`src/hdl/vpps_pkg.sv`:
```
// Shared types, constants, saturation helpers and microcode ROM of the velocity PID step.
`default_nettype none

package vpps_pkg;

    localparam int WORD_BITS      = 32;
    localparam int FRAC_BITS      = 16;
    localparam int PERIOD_FRAC    = 16;
    localparam int INTEG_BITS     = 48;
    localparam int TICK_BITS      = 20;
    localparam int PERIOD_BITS    = 16;
    localparam int GAIN_BITS      = 32;
    localparam int CFG_DATA_BITS  = 32;
    localparam int CFG_INDEX_BITS = 3;

    // Multiplier: signed operand one bit wider than the integral, magnitude times a 32-bit gain
    localparam int OPND_BITS = INTEG_BITS + 1;
    localparam int MAG_BITS  = INTEG_BITS;
    localparam int HALF_BITS = GAIN_BITS;
    localparam int PROD_BITS = 2 * HALF_BITS;
    localparam int ACC_BITS  = MAG_BITS + GAIN_BITS;
    localparam int SUM_BITS  = INTEG_BITS + 2;
    localparam int DV_BITS   = WORD_BITS + 2;

    localparam logic [TICK_BITS-1:0] TICK_MAX = '1;

    localparam logic signed [WORD_BITS-1:0] WORD_MAX = {1'b0, {(WORD_BITS-1){1'b1}}};
    localparam logic signed [WORD_BITS-1:0] WORD_MIN = {1'b1, {(WORD_BITS-1){1'b0}}};
    localparam logic [MAG_BITS-1:0] MAG_WORD_POS =
        (MAG_BITS'(1) << (WORD_BITS - 1)) - MAG_BITS'(1);
    localparam logic [MAG_BITS-1:0] MAG_WORD_NEG = MAG_BITS'(1) << (WORD_BITS - 1);

    // Program layout: two subtract steps, six multiply blocks, one delivery step
    localparam int MUL_LEN  = 6;
    localparam int PH_LOAD  = 0;
    localparam int PH_MLO   = 1;
    localparam int PH_MHI   = 2;
    localparam int PH_ACC   = 3;
    localparam int PH_RND   = 4;
    localparam int PH_WB    = 5;
    localparam int S_ESUB   = 0;
    localparam int S_DESUB  = 1;
    localparam int S_INT    = 2;
    localparam int S_ACCEL  = S_INT + MUL_LEN;
    localparam int S_PTERM  = S_ACCEL + MUL_LEN;
    localparam int S_ITERM  = S_PTERM + MUL_LEN;
    localparam int S_DTERM  = S_ITERM + MUL_LEN;
    localparam int S_CMD    = S_DTERM + MUL_LEN;
    localparam int S_DONE   = S_CMD + MUL_LEN;
    localparam int UCODE_LEN = S_DONE + 1;
    localparam int STEP_BITS = $clog2(UCODE_LEN);

    typedef enum logic {
        CMD_TICK  = 1'b0,
        CMD_START = 1'b1
    } cmd_t;

    typedef enum logic [CFG_INDEX_BITS-1:0] {
        CFG_REF_LEVEL,
        CFG_HOLD_END,
        CFG_STOP,
        CFG_GAIN_P,
        CFG_GAIN_I,
        CFG_GAIN_D,
        CFG_PERIOD,
        CFG_INV_PERIOD
    } cfg_idx_t;

    typedef enum logic [3:0] {
        OP_NOP,
        OP_ESUB,
        OP_DESUB,
        OP_LOAD,
        OP_MLO,
        OP_MHI,
        OP_ACC,
        OP_RND,
        OP_WB,
        OP_DONE
    } uop_t;

    typedef enum logic [2:0] {
        SRC_E,
        SRC_VDIFF,
        SRC_INTEG,
        SRC_DE,
        SRC_DV
    } src_t;

    typedef enum logic [2:0] {
        G_PERIOD,
        G_INV,
        G_P,
        G_I,
        G_D
    } gsel_t;

    typedef enum logic {
        SH_FRAC,
        SH_PERIOD
    } shsel_t;

    typedef enum logic [2:0] {
        DST_INTEG,
        DST_ACCEL,
        DST_DVSET,
        DST_DVADD,
        DST_CMD
    } dst_t;

    typedef struct packed {
        uop_t                 op;
        src_t                 src;
        gsel_t                gsel;
        shsel_t               sh;
        dst_t                 dst;
        logic                 jnarrow;
        logic [STEP_BITS-1:0] target;
    } ctrl_t;

    typedef ctrl_t [UCODE_LEN-1:0] ucode_t;

    localparam ctrl_t CTRL_IDLE = '0;

    typedef struct packed {
        logic signed [WORD_BITS-1:0] ref_level;
        logic [TICK_BITS-1:0]        hold_end;
        logic [TICK_BITS-1:0]        stop;
        logic [GAIN_BITS-1:0]        gain_p;
        logic [GAIN_BITS-1:0]        gain_i;
        logic [GAIN_BITS-1:0]        gain_d;
        logic [PERIOD_BITS-1:0]      period;
        logic [GAIN_BITS-1:0]        inv_period;
    } cfg_t;

    localparam cfg_t CFG_RESET = '{
        ref_level:  32'sd131072,
        hold_end:   20'd6000,
        stop:       20'd7000,
        gain_p:     32'd58982400,
        gain_i:     32'd0,
        gain_d:     32'd0,
        period:     16'd655,
        inv_period: 32'd6553600
    };

    function automatic logic signed [WORD_BITS-1:0] sat_word(
        input logic signed [SUM_BITS-1:0] x
    );
        logic [SUM_BITS-WORD_BITS:0] upper;
        upper = x[SUM_BITS-1:WORD_BITS-1];
        if (upper == '0 || upper == '1) begin
            return x[WORD_BITS-1:0];
        end else if (x[SUM_BITS-1]) begin
            return WORD_MIN;
        end else begin
            return WORD_MAX;
        end
    endfunction

    function automatic logic signed [INTEG_BITS-1:0] sat_integ(
        input logic signed [SUM_BITS-1:0] x
    );
        logic [SUM_BITS-INTEG_BITS:0] upper;
        upper = x[SUM_BITS-1:INTEG_BITS-1];
        if (upper == '0 || upper == '1) begin
            return x[INTEG_BITS-1:0];
        end else if (x[SUM_BITS-1]) begin
            return {1'b1, {(INTEG_BITS-1){1'b0}}};
        end else begin
            return {1'b0, {(INTEG_BITS-1){1'b1}}};
        end
    endfunction

    // Saturate a sign and magnitude pair to a word
    function automatic logic signed [WORD_BITS-1:0] sat_mag_word(
        input logic                neg,
        input logic [MAG_BITS-1:0] q
    );
        logic [WORD_BITS-1:0] low;
        low = q[WORD_BITS-1:0];
        if (!neg) begin
            return (q > MAG_WORD_POS) ? WORD_MAX : low;
        end else begin
            return (q > MAG_WORD_NEG) ? WORD_MIN : (~low) + WORD_BITS'(1);
        end
    endfunction

    function automatic ucode_t mul_block(
        input ucode_t u_in,
        input int     base,
        input src_t   s,
        input gsel_t  g,
        input shsel_t sh,
        input dst_t   d
    );
        ucode_t u;
        u = u_in;
        u[base + PH_LOAD].op      = OP_LOAD;
        u[base + PH_LOAD].src     = s;
        u[base + PH_LOAD].gsel    = g;
        u[base + PH_MLO].op       = OP_MLO;
        u[base + PH_MHI].op       = OP_MHI;
        u[base + PH_MHI].jnarrow  = 1'b1;
        u[base + PH_MHI].target   = STEP_BITS'(base + PH_RND);
        u[base + PH_ACC].op       = OP_ACC;
        u[base + PH_RND].op       = OP_RND;
        u[base + PH_RND].sh       = sh;
        u[base + PH_WB].op        = OP_WB;
        u[base + PH_WB].dst       = d;
        return u;
    endfunction

    function automatic ucode_t build_ucode();
        ucode_t u;
        u = '0;
        u[S_ESUB].op  = OP_ESUB;
        u[S_DESUB].op = OP_DESUB;
        u = mul_block(u, S_INT,   SRC_E,     G_PERIOD, SH_PERIOD, DST_INTEG);
        u = mul_block(u, S_ACCEL, SRC_VDIFF, G_INV,    SH_FRAC,   DST_ACCEL);
        u = mul_block(u, S_PTERM, SRC_E,     G_P,      SH_FRAC,   DST_DVSET);
        u = mul_block(u, S_ITERM, SRC_INTEG, G_I,      SH_FRAC,   DST_DVADD);
        u = mul_block(u, S_DTERM, SRC_DE,    G_D,      SH_FRAC,   DST_DVADD);
        u = mul_block(u, S_CMD,   SRC_DV,    G_PERIOD, SH_PERIOD, DST_CMD);
        u[S_DONE].op  = OP_DONE;
        return u;
    endfunction

    localparam ucode_t UCODE = build_ucode();

endpackage

`default_nettype wire

```
`src/hdl/vpps_dp.sv`:
```
// Controller datapath: error, integral, PID terms, command and acceleration registers.
`default_nettype none

module vpps_dp
    import vpps_pkg::*;
(
    input  wire logic                        aclk,
    input  wire logic                        aresetn,
    input  wire ctrl_t                       ctrl,
    input  wire cfg_t                        cfg,
    input  wire logic                        start,
    input  wire logic signed [WORD_BITS-1:0] v_in,
    input  wire logic signed [WORD_BITS-1:0] ref_in,
    input  wire logic                        neg,
    input  wire logic [MAG_BITS-1:0]         q,
    output logic signed [OPND_BITS-1:0]      operand,
    output logic [GAIN_BITS-1:0]             gain,
    output logic signed [WORD_BITS-1:0]      command_velocity,
    output logic signed [WORD_BITS-1:0]      reference_velocity,
    output logic signed [WORD_BITS-1:0]      acceleration
);

    logic signed [INTEG_BITS-1:0] integ_reg, integ_next;
    logic signed [WORD_BITS-1:0]  prev_err_reg, prev_err_next;
    logic signed [WORD_BITS-1:0]  prev_v_reg, prev_v_next;
    logic signed [WORD_BITS-1:0]  v_reg, v_next;
    logic signed [WORD_BITS-1:0]  ref_reg, ref_next;
    logic signed [WORD_BITS-1:0]  e_reg, e_next;
    logic signed [WORD_BITS-1:0]  de_reg, de_next;
    logic signed [DV_BITS-1:0]    dv_reg, dv_next;
    logic signed [WORD_BITS-1:0]  accel_reg, accel_next;
    logic signed [WORD_BITS-1:0]  cmd_reg, cmd_next;
    logic signed [SUM_BITS-1:0]   sq;
    logic signed [WORD_BITS-1:0]  term;

    assign command_velocity   = cmd_reg;
    assign reference_velocity = ref_reg;
    assign acceleration       = accel_reg;

    always_comb begin
        sq = $signed({{(SUM_BITS-MAG_BITS){1'b0}}, q});
        if (neg) begin
            sq = -sq;
        end
        term = sat_mag_word(neg, q);
    end

    always_comb begin
        unique case (ctrl.src)
            SRC_E:     operand = OPND_BITS'(e_reg);
            SRC_VDIFF: operand = OPND_BITS'(v_reg) - OPND_BITS'(prev_v_reg);
            SRC_INTEG: operand = OPND_BITS'(integ_reg);
            SRC_DE:    operand = OPND_BITS'(de_reg);
            SRC_DV:    operand = OPND_BITS'(sat_word(SUM_BITS'(dv_reg)));
            default:   operand = '0;
        endcase
        unique case (ctrl.gsel)
            G_PERIOD: gain = GAIN_BITS'(cfg.period);
            G_INV:    gain = cfg.inv_period;
            G_P:      gain = cfg.gain_p;
            G_I:      gain = cfg.gain_i;
            G_D:      gain = cfg.gain_d;
            default:  gain = '0;
        endcase
    end

    always_comb begin
        integ_next    = integ_reg;
        prev_err_next = prev_err_reg;
        prev_v_next   = prev_v_reg;
        v_next        = v_reg;
        ref_next      = ref_reg;
        e_next        = e_reg;
        de_next       = de_reg;
        dv_next       = dv_reg;
        accel_next    = accel_reg;
        cmd_next      = cmd_reg;
        if (start) begin
            v_next   = v_in;
            ref_next = ref_in;
        end
        unique case (ctrl.op)
            OP_ESUB: begin
                e_next = sat_word(SUM_BITS'(ref_reg) - SUM_BITS'(v_reg));
            end
            OP_DESUB: begin
                de_next = sat_word(SUM_BITS'(e_reg) - SUM_BITS'(prev_err_reg));
            end
            OP_WB: begin
                unique case (ctrl.dst)
                    DST_INTEG: integ_next = sat_integ(SUM_BITS'(integ_reg) + sq);
                    DST_ACCEL: accel_next = term;
                    DST_DVSET: dv_next    = DV_BITS'(term);
                    DST_DVADD: dv_next    = dv_reg + DV_BITS'(term);
                    DST_CMD:   cmd_next   = sat_word(SUM_BITS'(v_reg) + sq);
                    default: begin
                    end
                endcase
            end
            OP_DONE: begin
                // advance the history for the next tick
                prev_err_next = e_reg;
                prev_v_next   = v_reg;
            end
            default: begin
            end
        endcase
    end

    always_ff @(posedge aclk) begin
        if (!aresetn) begin
            integ_reg    <= '0;
            prev_err_reg <= '0;
            prev_v_reg   <= '0;
        end else begin
            integ_reg    <= integ_next;
            prev_err_reg <= prev_err_next;
            prev_v_reg   <= prev_v_next;
        end
    end

    always_ff @(posedge aclk) begin
        v_reg     <= v_next;
        ref_reg   <= ref_next;
        e_reg     <= e_next;
        de_reg    <= de_next;
        dv_reg    <= dv_next;
        accel_reg <= accel_next;
        cmd_reg   <= cmd_next;
    end

endmodule

`default_nettype wire

```
`config.mk`:
```
export PLATFORM = sky130hd
export DESIGN_NAME = vpps_dp
export DESIGN_NICKNAME = d
export VERILOG_FILES = /design/src/hdl/vpps_pkg.sv /design/src/hdl/vpps_dp.sv
export SDC_FILE = /design/constraint.sdc
export NUM_CORES = 1
export LEC_CHECK = 0
export BUFFER_PORTS_ARGS = -buffer_cell sky130_fd_sc_hd__buf_2
export CAP_MARGIN = 15
export CORE_MARGIN = 1
export CORE_UTILIZATION = 45
export DETAILED_ROUTE_END_ITERATION = 8
export HOLD_SLACK_MARGIN = 0.1
export MAX_ROUTING_LAYER = met4
export PLACE_DENSITY_LB_ADDON = 0.08
export SETUP_SLACK_MARGIN = 0.2
export SLEW_MARGIN = 20
export SYNTH_ARGS = -nofsm -noshare
export SYNTH_HDL_FRONTEND = slang
export SYNTH_SLANG_ARGS = --single-unit
```
`constraint.sdc`:
```
create_clock -name aclk -period 9.3 [get_ports aclk]
set_input_delay 1.395 -clock aclk [delete_from_list [all_inputs] [get_ports aclk]]
set_output_delay 1.395 -clock aclk [all_outputs]
set_load 0.02 [all_outputs]
```
* Word level (Yosys, flattened, before mapping)
Cells that the tools add are included.
Storage, ports and cells: flip-flop bits (word level) 338, input port bits 353, output and inout bits 177, word-level logic and storage cells 77
Operators by class: add/sub/neg operators 8, $lt $le $gt $ge 2, eq/ne operators 21, mux-type cells 17, bitwise gates (word level) 1, reduce and logical (&&, ||, !) cells 18
Operators by type and width (count):
- 32-bit 2-to-1 mux | 11
- 49-bit case mux with 5 select lines | 1
- 32-bit case mux with 5 select lines | 1
- 32-bit by 32-bit subtractor with 33-bit output | 3
- 48-bit 2-to-1 mux | 2
- 19-bit equality test, second input constant | 4
- 19-bit zero test | 4
- 34-bit case mux with 2 select lines | 1
- 32-bit by 50-bit adder with 50-bit output | 1
- 48-bit by 50-bit adder with 50-bit output | 1
- 50-bit 2-to-1 mux | 1
- 48-bit negator with 50-bit output | 1
- 48-bit by 31-bit greater-than comparator with 1-bit output, second input constant | 1
- 48-bit by 32-bit greater-than comparator with 1-bit output, second input constant | 1
- 34-bit by 32-bit adder with 34-bit output | 1
- 32-bit by 1-bit adder with 32-bit output, second input constant | 1
- 32-bit inverter | 1
- 3-bit by 2-bit equality test with 1-bit output, second input constant | 6
- 3-bit equality test, second input constant | 4
- 3-bit zero test | 4
- 3-bit by 1-bit equality test with 1-bit output, second input constant | 3
- 4-bit equality test, second input constant | 2
- 2-bit AND reduction | 4
- 1-bit logical OR | 5
- 3 further kinds | 3

* Depth between registers and ports, before layout
Gate-level depths: netlist of the first run.
depth in word-level cells 6, gate-level depth with buffers 26, gate-level depth less buffers 23

* Worst setup path before layout of the first run
OpenSTA, ideal clock, no wires.
path type input-to-reg, start input port q[6], end register cmd_reg[2] (netlist: command_velocity[2]) (data pin), setup time 0.269 ns, arrival 6.722 ns, required time 9.031 ns, setup slack 2.309 ns, cell stages on the path 23, path buffers 2, cell sequence or4_4 or4_4 or2_4 nor2_4 nand3_2 or2_4 or3_4 or4_4 o21ai_0 xnor2_1 ha_1 clkbuf_1 a21o_1 a21o_1 or3b_2 mux2i_1 a211oi_1 o311a_1 nor4_1 nand4_1 o41ai_2 clkbuf_2 o21ai_0
Between the ends: word-level cells in the longest chain between the ends 6, elaborated cells on any way between the ends 8, classes of those cells add/sub: 2; eq/ne: 1; mux: 3; reduce/logical: 2
RTL lines:
- start: declaration | RTL line vpps_dp.sv:15 | input wire logic [MAG_BITS-1:0] q,
- 48-bit negator with 50-bit output | RTL line vpps_dp.sv:43 | sq = -sq;
- 50-bit 2-to-1 mux (*) | RTL line vpps_dp.sv:42 | if (neg) begin
- 32-bit by 50-bit adder with 50-bit output (*) | RTL line vpps_dp.sv:95 | DST_CMD: cmd_next = sat_word(SUM_BITS'(v_reg) + sq);
- 19-bit equality test or 19-bit zero test (tied branches) | RTL line vpps_pkg.sv:152 | if (upper == '0 || upper == '1) begin
- 1-bit logical OR | RTL line vpps_pkg.sv:152
- 32-bit 2-to-1 mux (*) | RTL line vpps_pkg.sv:152
- end signal: assignment | RTL line vpps_dp.sv:129 | cmd_reg <= cmd_next;
- end: declaration | RTL line vpps_dp.sv:32 | logic signed [WORD_BITS-1:0] cmd_reg, cmd_next;
Mark *: on every way between the ends. The rest lies on a longest branch, timed or not. A chain may end at the register's enable or synchronous reset.

* Final worst setup path of the first run
start input port q[12], end register cmd_reg[26] (netlist: command_velocity[26]) (data pin)
The elaborated chain is that of the path after synthesis.

==> results of run 1 <==
[cells in the final DEF, fill, tap and decap left out, types with 14 or more instances in the layout]
master,count
a211oi_1,27
a21boi_0,73
a21o_1,126
a21oi_1,288
a221o_1,20
a22oi_1,63
a31oi_1,25
and2_1,16
and3_1,25
buf_2,449
buf_4,51
clkbuf_16,41
dfxtp_1,112
edfxtp_1,226
ha_1,230
inv_1,166
mux2_2,34
mux2i_1,20
nand2_1,419
nand2b_1,40
nand3_1,57
nand4_1,33
nor2_1,152
nor2b_1,24
nor3_1,36
o211ai_1,18
o21a_1,35
o21ai_0,296
o21bai_1,38
o221ai_1,23
o31ai_1,34
or2_2,14
or3_1,20
xnor2_1,140
xor2_1,92
[area by class of cell]
type / instances / share of cell area, %
multi-input combinational: 2619 / 54.7
sequential: 338 / 27.9
timing repair buffer: 500 / 8.12
clock buffer: 48 / 3.25
tap: 782 / 3.02
inverter: 166 / 1.92
clock inverter: 28 / 1.14
antenna: 2 / 0.0154
[worst paths after layout]
path	start	endpoint	slack (ps)
max	q[12]	command_velocity[26]	1870
min	prev_err_reg[25]	prev_err_reg[25]	470
max reg2reg	integ_reg[0]	integ_reg[42]	4190
min reg2reg	prev_err_reg[25]	prev_err_reg[25]	470
[worst register-to-register path: stages (launching register included)]
cell and delay (ps):
dfxtp_1 330, ha_1 210, fa_1 430, a211oi_1 420, o21bai_1 170, a21boi_0 520, o211a_1 340, o31ai_1 190
a211oi_1 660, o31ai_1 200, xor2_1 190, o21ai_0 200, and2_1 420, buf_4 500, o21ai_0 170
[routing by layer]
layer | track usage, % | up-vias
met5 | - | -
met4 | 11.4 | 0
met1 | 44.7 | 12869
met3 | 6.45 | 155
met2 | 50.2 | 1134
li1 | - | 12884
[kinds of logic after synthesis]
kind of cell,Yosys count,share of synthesized area (%)
flip-flops,338,32.4
adder cells (fa/ha/maj),244,11.0
XOR/XNOR,234,7.38
AND/OR/NAND/NOR,911,15.4
multiplexers,56,2.25
AO/OA/AOI/OAI,1174,27.2
buffers and inverters,318,4.42
[where the power goes]
part           internal, mW  total (mW)  switching, mW
Combinational         0.587        1.56          0.977
Sequential             1.68        1.75         0.0636
Clock                  1.01        1.71          0.692
Total                  3.29        5.02           1.73
[through the flow]
step | util, % | instances | power, mW | hold slack [ps] | cell area, um2
after global routing | 53.3 | 4483 | 5.24 | 487 | 32400
after CTS | 53.2 | 4481 | 5.01 | 468 | 32400
after global placement | 50.9 | 4405 | 3.27 | 454 | 31000
after detailed placement | 50.9 | 4405 | 3.30 | 460 | 31000
final | 53.3 | 4483 | 5.02 | 466 | 32400
after floorplan | - | 3275 | 2.79 | 443 | 27900
==> impl_results.md, run 1 <==
* Biggest area consumer among synthesized cells: edfxtp_1
* Worst-margin pin slew at between 1000 and 1500 ps
* Vias post-DR at about 27000
* Worst R2R Path Depth at 14
* CP most frequent cell: o21ai_0
* Clk pin slew, worst setup/hold paths at ~60 ps
* Setup ws final at approximately 1900 ps
* Row cnt at 90
* Die W at 251 um
* Root buffer cell: clkbuf_16
* FF/Latch Area at around 0.009 mm2
* Starting density of the core at a little under half
* Top post-synthesis cells by count: nand2_1 (419), o21ai_0 (296), a21oi_1 (289)
* CP Launch Type: input pin
* Routed Antenna Nets at 0
* Arrival time of the worst setup path at 7730 ps
* RSZ-0062 raised after global routing: false
* Total negative slack at 0 ps
* WL met3 at just over 9000 um
* Syn_area_per_cell at between 8 and 9 um2
* Resized cells post-CTS at 0
* Count of unique library cells instantiated by Yosys at roughly 90
* CTS tree: done
* Area Growth Syn to Fin at 16.2%
* Max Cap Viol at 0
* GR Overflow Total at 0
* FILL cells at 5709
* Most common cell in the synthesized netlist: nand2_1
* Final slew viol count at 0
* Vias in the first global route at around 25000
* Post-synth EDFFs at roughly 230
* Hold Crit Depth at 2
* Clock sink count at around 340
* Synth warn at 0
* Crit Path Class: input pin to flop
* Crit path largest cell delay at around 690 ps
* WP buf/inv at 1
* Peak VDD IR at 0.000149 V
* Antenna violations before repair at 12
* Detailed Routing Iterations Pass 1 at 5
* Post-Synthesis Cells at 3275
* Required time of the critical path at roughly 9600 ps
* Flop and latch count out of synthesis at 338
* DP HPWL at about 83000 um
* Met1 WL at between 40000 and 50000 um
* Setup repair bufs after CTS at 0
* Share of the synthesized area in the top cell type at between 20% and 30%
* Power Density at roughly 150 mW/mm2
* Area of the multi-input gates at around 0.018 mm2
* Top delay family on crit path: compound AO/OA/AOI/OAI gates
* Crit path max fanout at 31
* CTS H-tree lvls at 2
* First-pass GRT wire length at between 150000 and 200000 um
* Final setup fails at 0
* Synth Flop Type: edfxtp_1
* Area of the core at roughly 0.061 mm2
* Fin crit period at between 7000 and 8000 ps
* Clock buffer count from CTS at 41
* Worst slack, placed at between 1000 and 1500 ps
* I/O pin count at 530
* NumNets Final at ~4300
* Die height at 251 um
* Iter 0 DRT Violations at around 2500
* Status: finished, final reports clean
* Layout cells sized above 1 at around 18%
* DRC at 0
* Final Cycle Share at between 70% and 80%
* Hold Crit Class: flop to flop
* Top sig layer: met4
* Clk_lat worst skew at roughly 600 ps
* Metal2 WL at between 40000 and 50000 um
* Average routed wire per standard cell at approximately 23 um
* FFs w/ async S/R, synth at 0%
* Syn_nets at 3864
* Max Fclk at roughly 130 MHz
* Number of flip-flops under the largest register name at 48
* Clock Skews at about 33 ps
* IO buf count at approximately 450
* Worst setup EP type: flop
* Crit-path slowest cell: xor2_1
* Leakage at roughly 14 nW
* Mapped cell area at around 0.028 mm2
* Cells along the critical path: buf_2 > or4_1 > or4_1 > or3_1 > and2_1 > xor2_1 > ha_1 > a21oi_1 > o221ai_1 > a21oi_1 > o211ai_1 > a41oi_1 > o21ai_0 > o221a_2 > o21ai_0 > xnor2_1 > a41oi_4 > o21ai_0
* Clock tree buffer depth at 3
* Post-CTS Hold Buffers at 0
* Total Routing Usage GR at between 30% and 40%
* Drt total wl at approximately 100000 um
* Final hold viol count at 0
* DIE AREA at around 0.063 mm2
* DR vias/cell at slightly above 6
* Sequential fraction of the synthesis area at between 30% and 40%
* Relative slew slack at between 20% and 30%
* Crit. path cell count at 18
* Routability Congestion at 1.02
* Synth area leaders: edfxtp_1 (24%), ha_1 (10%), dfxtp_1 (8.0%), nand2_1 (5.6%), o21ai_0 (5.3%)
* Largest net degree at the start of global routing at about 110
Power figures use the tool's default switching activity.
==> run 2, diff against run 1 <==
- ABC_AREA: not set -> 1
- clock period: 9.3 -> 6.9 ns (I/O delays scaled with it)
==> impl_results.md, run 2 <==
* Commonest non-fill, non-tap cell in the layout: nand2_1 (was buf_2)
* Final Cycle Share at between 80% and 90%
* Post-CTS Hold Buffers at 0 (unchanged)
* Syn_area_per_cell at 6.77 um2 (was 8.51 um2)
* Overall power at 7.20 mW (was 5.02 mW)
* Share of the synthesized area in the top cell type at 21.7% (was 24.3%)
* First-pass GRT wire length at 182000 um (was 156000 um)
* Number of flip-flops under the largest register name at 48 (unchanged)
* Drt total wl at 125000 um (was 105000 um)
* CTS H-tree lvls at 2 (unchanged)
* Area Growth Syn to Fin at 15.1% (was 16.2%)
* Synth Flop Type: edfxtp_1 (unchanged)
* Max Fclk at 176 MHz
* Hold slack at 461 ps (was 466 ps)
* CP most frequent cell: nand2_1 (was o21ai_0)
* Clk pin slew, worst setup/hold paths at 60 ps (about the same)
* Vias in the first global route at 29697 (was 25309)
* Relative slew slack at 30.0% (was 23.1%)
* Die height at 266 um (was 251 um)
* Total negative slack at 0 ps (unchanged)
* Antenna violations before repair at 14 (was 12)
* Required time of the critical path at 5860 ps (was 9600 ps)
* Area of the core at 0.0687 mm2 (was 0.0608 mm2)
* Sequential fraction of the synthesis area at 28.8% (was 32.4%)
* Synth area leaders: edfxtp_1 (22%), nand2_1 (16%), ha_1 (9.2%), inv_1 (7.3%), dfxtp_1 (7.2%) (was edfxtp_1 (24%), ha_1 (10%), dfxtp_1 (8.0%), nand2_1 (5.6%), o21ai_0 (5.3%))
* Top post-synthesis cells by count: nand2_1 (1302), inv_1 (607), a21oi_1 (379) (was nand2_1 (419), o21ai_0 (296), a21oi_1 (289))
* Worst slack, placed at 750 ps (was 1080 ps)
* Design area at 0.0361 mm2 (was 0.0324 mm2)
* Crit path largest cell delay at 710 ps (was 690 ps)
* Layout cells sized above 1 at 14.8% (was 17.8%)
* Setup ws final at 1230 ps (was 1870 ps)
* Leakage at 17.1 nW (was 13.8 nW)
* Top delay family on crit path: compound AO/OA/AOI/OAI gates (unchanged)
* Multiplexer share of the synthesized area at 0% (was 2.25%)
* Busiest grt layer: met2 (unchanged)
* Post-Synthesis Cells at 4627 (was 3275)
* Routed Antenna Nets at 0 (unchanged)
* Most frequent cells in the layout: nand2_1 (1302), inv_1 (607), buf_2 (449) (was buf_2 (449), nand2_1 (419), o21ai_0 (296))
* Xor/xnor share of the synthesized area at 5.25% (was 7.38%)
* Detailed Routing Iterations Pass 1 at 5 (unchanged)
* Crit Path Class: flop to output port (was input pin to flop)
* Clock Skews at 49.8 ps (was 32.8 ps)
* Post-synthesis simple-gate area fraction at 28.5% (was 15.4%)
* M2 GR Usage at 55.9% (was 50.2%)
* NumNets Final at 5630 (was 4255)
* CP Launch Type: flop (was input pin)
* Setup repair bufs after CTS at 0 (unchanged)
* FFs w/ async S/R, synth at 0% (unchanged)
* GR Overflow Total at 0 (unchanged)
* Vias post-DR at 32646 (was 27042)
* Peak VDD IR at 0.000250 V (was 0.000149 V)
* Routability Congestion at 1.01 (was 1.02)
* Dpl cell area at 0.0345 mm2 (was 0.0310 mm2)
* Hold Crit Class: flop to flop (unchanged)
* Row cnt at 96 (was 90)
* Cells along the critical path: inv_1 > ha_1 > inv_1 > fa_1 > nand2_1 > o21ai_1 > a21oi_1 > o21ai_1 > a21oi_1 > o21ai_1 > nand2_1 > nand2_1 > o21ai_2 > nand2_1 > buf_2 (was buf_2 > or4_1 > or4_1 > or3_1 > and2_1 > xor2_1 > ha_1 > a21oi_1 > o221ai_1 > a21oi_1 > o211ai_1 > a41oi_1 > o21ai_0 > o221a_2 > o21ai_0 > xnor2_1 > a41oi_4 > o21ai_0)
* Power Density at 200 mW/mm2 (was 155 mW/mm2)
* Met1 usage at 46.2% (was 44.7%)
* Most common cell in the synthesized netlist: nand2_1 (unchanged)
* Average routed wire per standard cell at 20.7 um (was 23.4 um)
* Area of the multi-input gates at 0.0194 mm2 (was 0.0177 mm2)
* DIE AREA at 0.0707 mm2 (was 0.0630 mm2)
* Largest net degree at the start of global routing at 88 (was 113)
* WP buf/inv at 3 (was 1)
* Resized cells post-CTS at 0 (unchanged)
* Count of unique library cells instantiated by Yosys at 69 (was 91)
* DP HPWL at 105000 um (was 83200 um)
* FILL cells at 7162 (was 5709)
* Compound-Gate Fraction of Synth Area at 18.3% (was 27.2%)
* Clock sink count at 338 (unchanged)
* Final setup fails at 0 (unchanged)
* CTS tree: done (unchanged)
* Status: finished, final reports clean (unchanged)
* Arrival time of the worst setup path at 4640 ps (was 7730 ps)
* Mapped cell area at 0.0313 mm2 (was 0.0279 mm2)
* Flop and latch count out of synthesis at 338 (unchanged)
* Worst setup EP type: output port (was flop)
* Clock buffer count from CTS at 43 (was 41)
* Syn_nets at 5216 (was 3864)
* Largest family of logic cells by synthesized area: simple AND/OR/NAND/NOR gates (was compound AO/OA/AOI/OAI gates)
* Worst-margin pin slew at 1050 ps (was 1150 ps)
* Crit-path slowest cell: edfxtp_1 (was xor2_1)
* RSZ-0062 raised after global routing: false (unchanged)
* Die W at 266 um (was 251 um)
* Synth warn at 0 (unchanged)
* Post-synth EDFFs at 226 (unchanged)
* DR vias/cell at 5.42 (was 6.03)
* Biggest area consumer among synthesized cells: edfxtp_1 (unchanged)
* Iter 0 DRT Violations at 2607 (was 2546)
* Starting density of the core at 45.6% (was 45.9%)
* Fin crit period at 5670 ps
* Crit path max fanout at 16 (was 31)
* DRC at 0 (unchanged)
* Max Cap Viol at 0 (unchanged)
* Total Routing Usage GR at 35.2% (was 33.4%)
* FF/Latch Area at 0.00903 mm2 (unchanged)
* Final hold viol count at 0 (unchanged)
* Clock tree buffer depth at 3 (unchanged)
* Root buffer cell: clkbuf_16 (unchanged)
* GR Util met3 at 4.50% (was 6.45%)
* IO buf count at 449 (unchanged)
* Synth Area in Adders at 9.57% (was 11.0%)
* Final slew viol count at 0 (unchanged)
* I/O pin count at 530 (unchanged)
* Clk_lat worst skew at 620 ps (was 600 ps)
[run 2: cell types whose count changed after synthesis, moves of 90 or more]
cell / previous run / this run
nand2_1: 419 / 1302
a21o_1: 126 / 22
nor2_1: 155 / 375
nand3_1: 58 / 206
a21oi_1: 289 / 379
inv_1: 166 / 607
[run 2: per-layer routing]
metal	share of wire [%]	up-vias
li1	-	16217
met1	44	15057
met2	45	1202
met3	6.8	170
met4	3.6	0
met5	0	-
[run 2: final cells by class]
cell class | count | area share [%]
multi-input cells | 3547 | 53.8
flip-flops and latches | 338 | 25.0
repair buffers | 487 | 7.02
inverters | 624 | 6.50
well taps | 931 | 3.23
clock buffers | 47 | 3.03
clock inverters | 33 | 1.25
diodes | 13 | 0.0902
[run 2: report_power, final]
part | switching [mW] | internal [mW]
clock network | 1.00 | 1.47
registers | 0.0996 | 2.28
logic | 1.58 | 0.771
[run 2: tightest hold or removal path: cells and delay by family (launching register included)]
family	cells	cell delay, ps
DFF	1	290
AOI/OAI and AO/OA	1	60
buffers and inverters	1	60
[run 2: kinds of logic (layout without fill, tap and decap cells)]
kind of cell,Yosys count,count (layout)
buf+inv,742,1191
flops,338,338
other cells,0,13
compound gates,985,985
fa+ha+maj,236,236
simple gates,2139,2139
xor+xnor,187,187
[run 2: final timing paths]
check | slack (ps) | to | startpoint | cells past startpoint
worst max-delay path | 1230 | operand[45] | v_reg[0] | 15
worst min-delay path | 460 | prev_err_reg[31] | prev_err_reg[31] | 2
worst max register to register | 2680 | e_reg[29] | v_reg[0] | 16
worst min register to register | 460 | prev_err_reg[31] | prev_err_reg[31] | 2
[run 2: through the flow]
step                      utilization, %  cells
after floorplan                        -   4627
after global placement              50.2   5927
after detailed placement            50.2   5927
after CTS                           52.4   6007
after global routing                52.5   6014
final                               52.5   6020
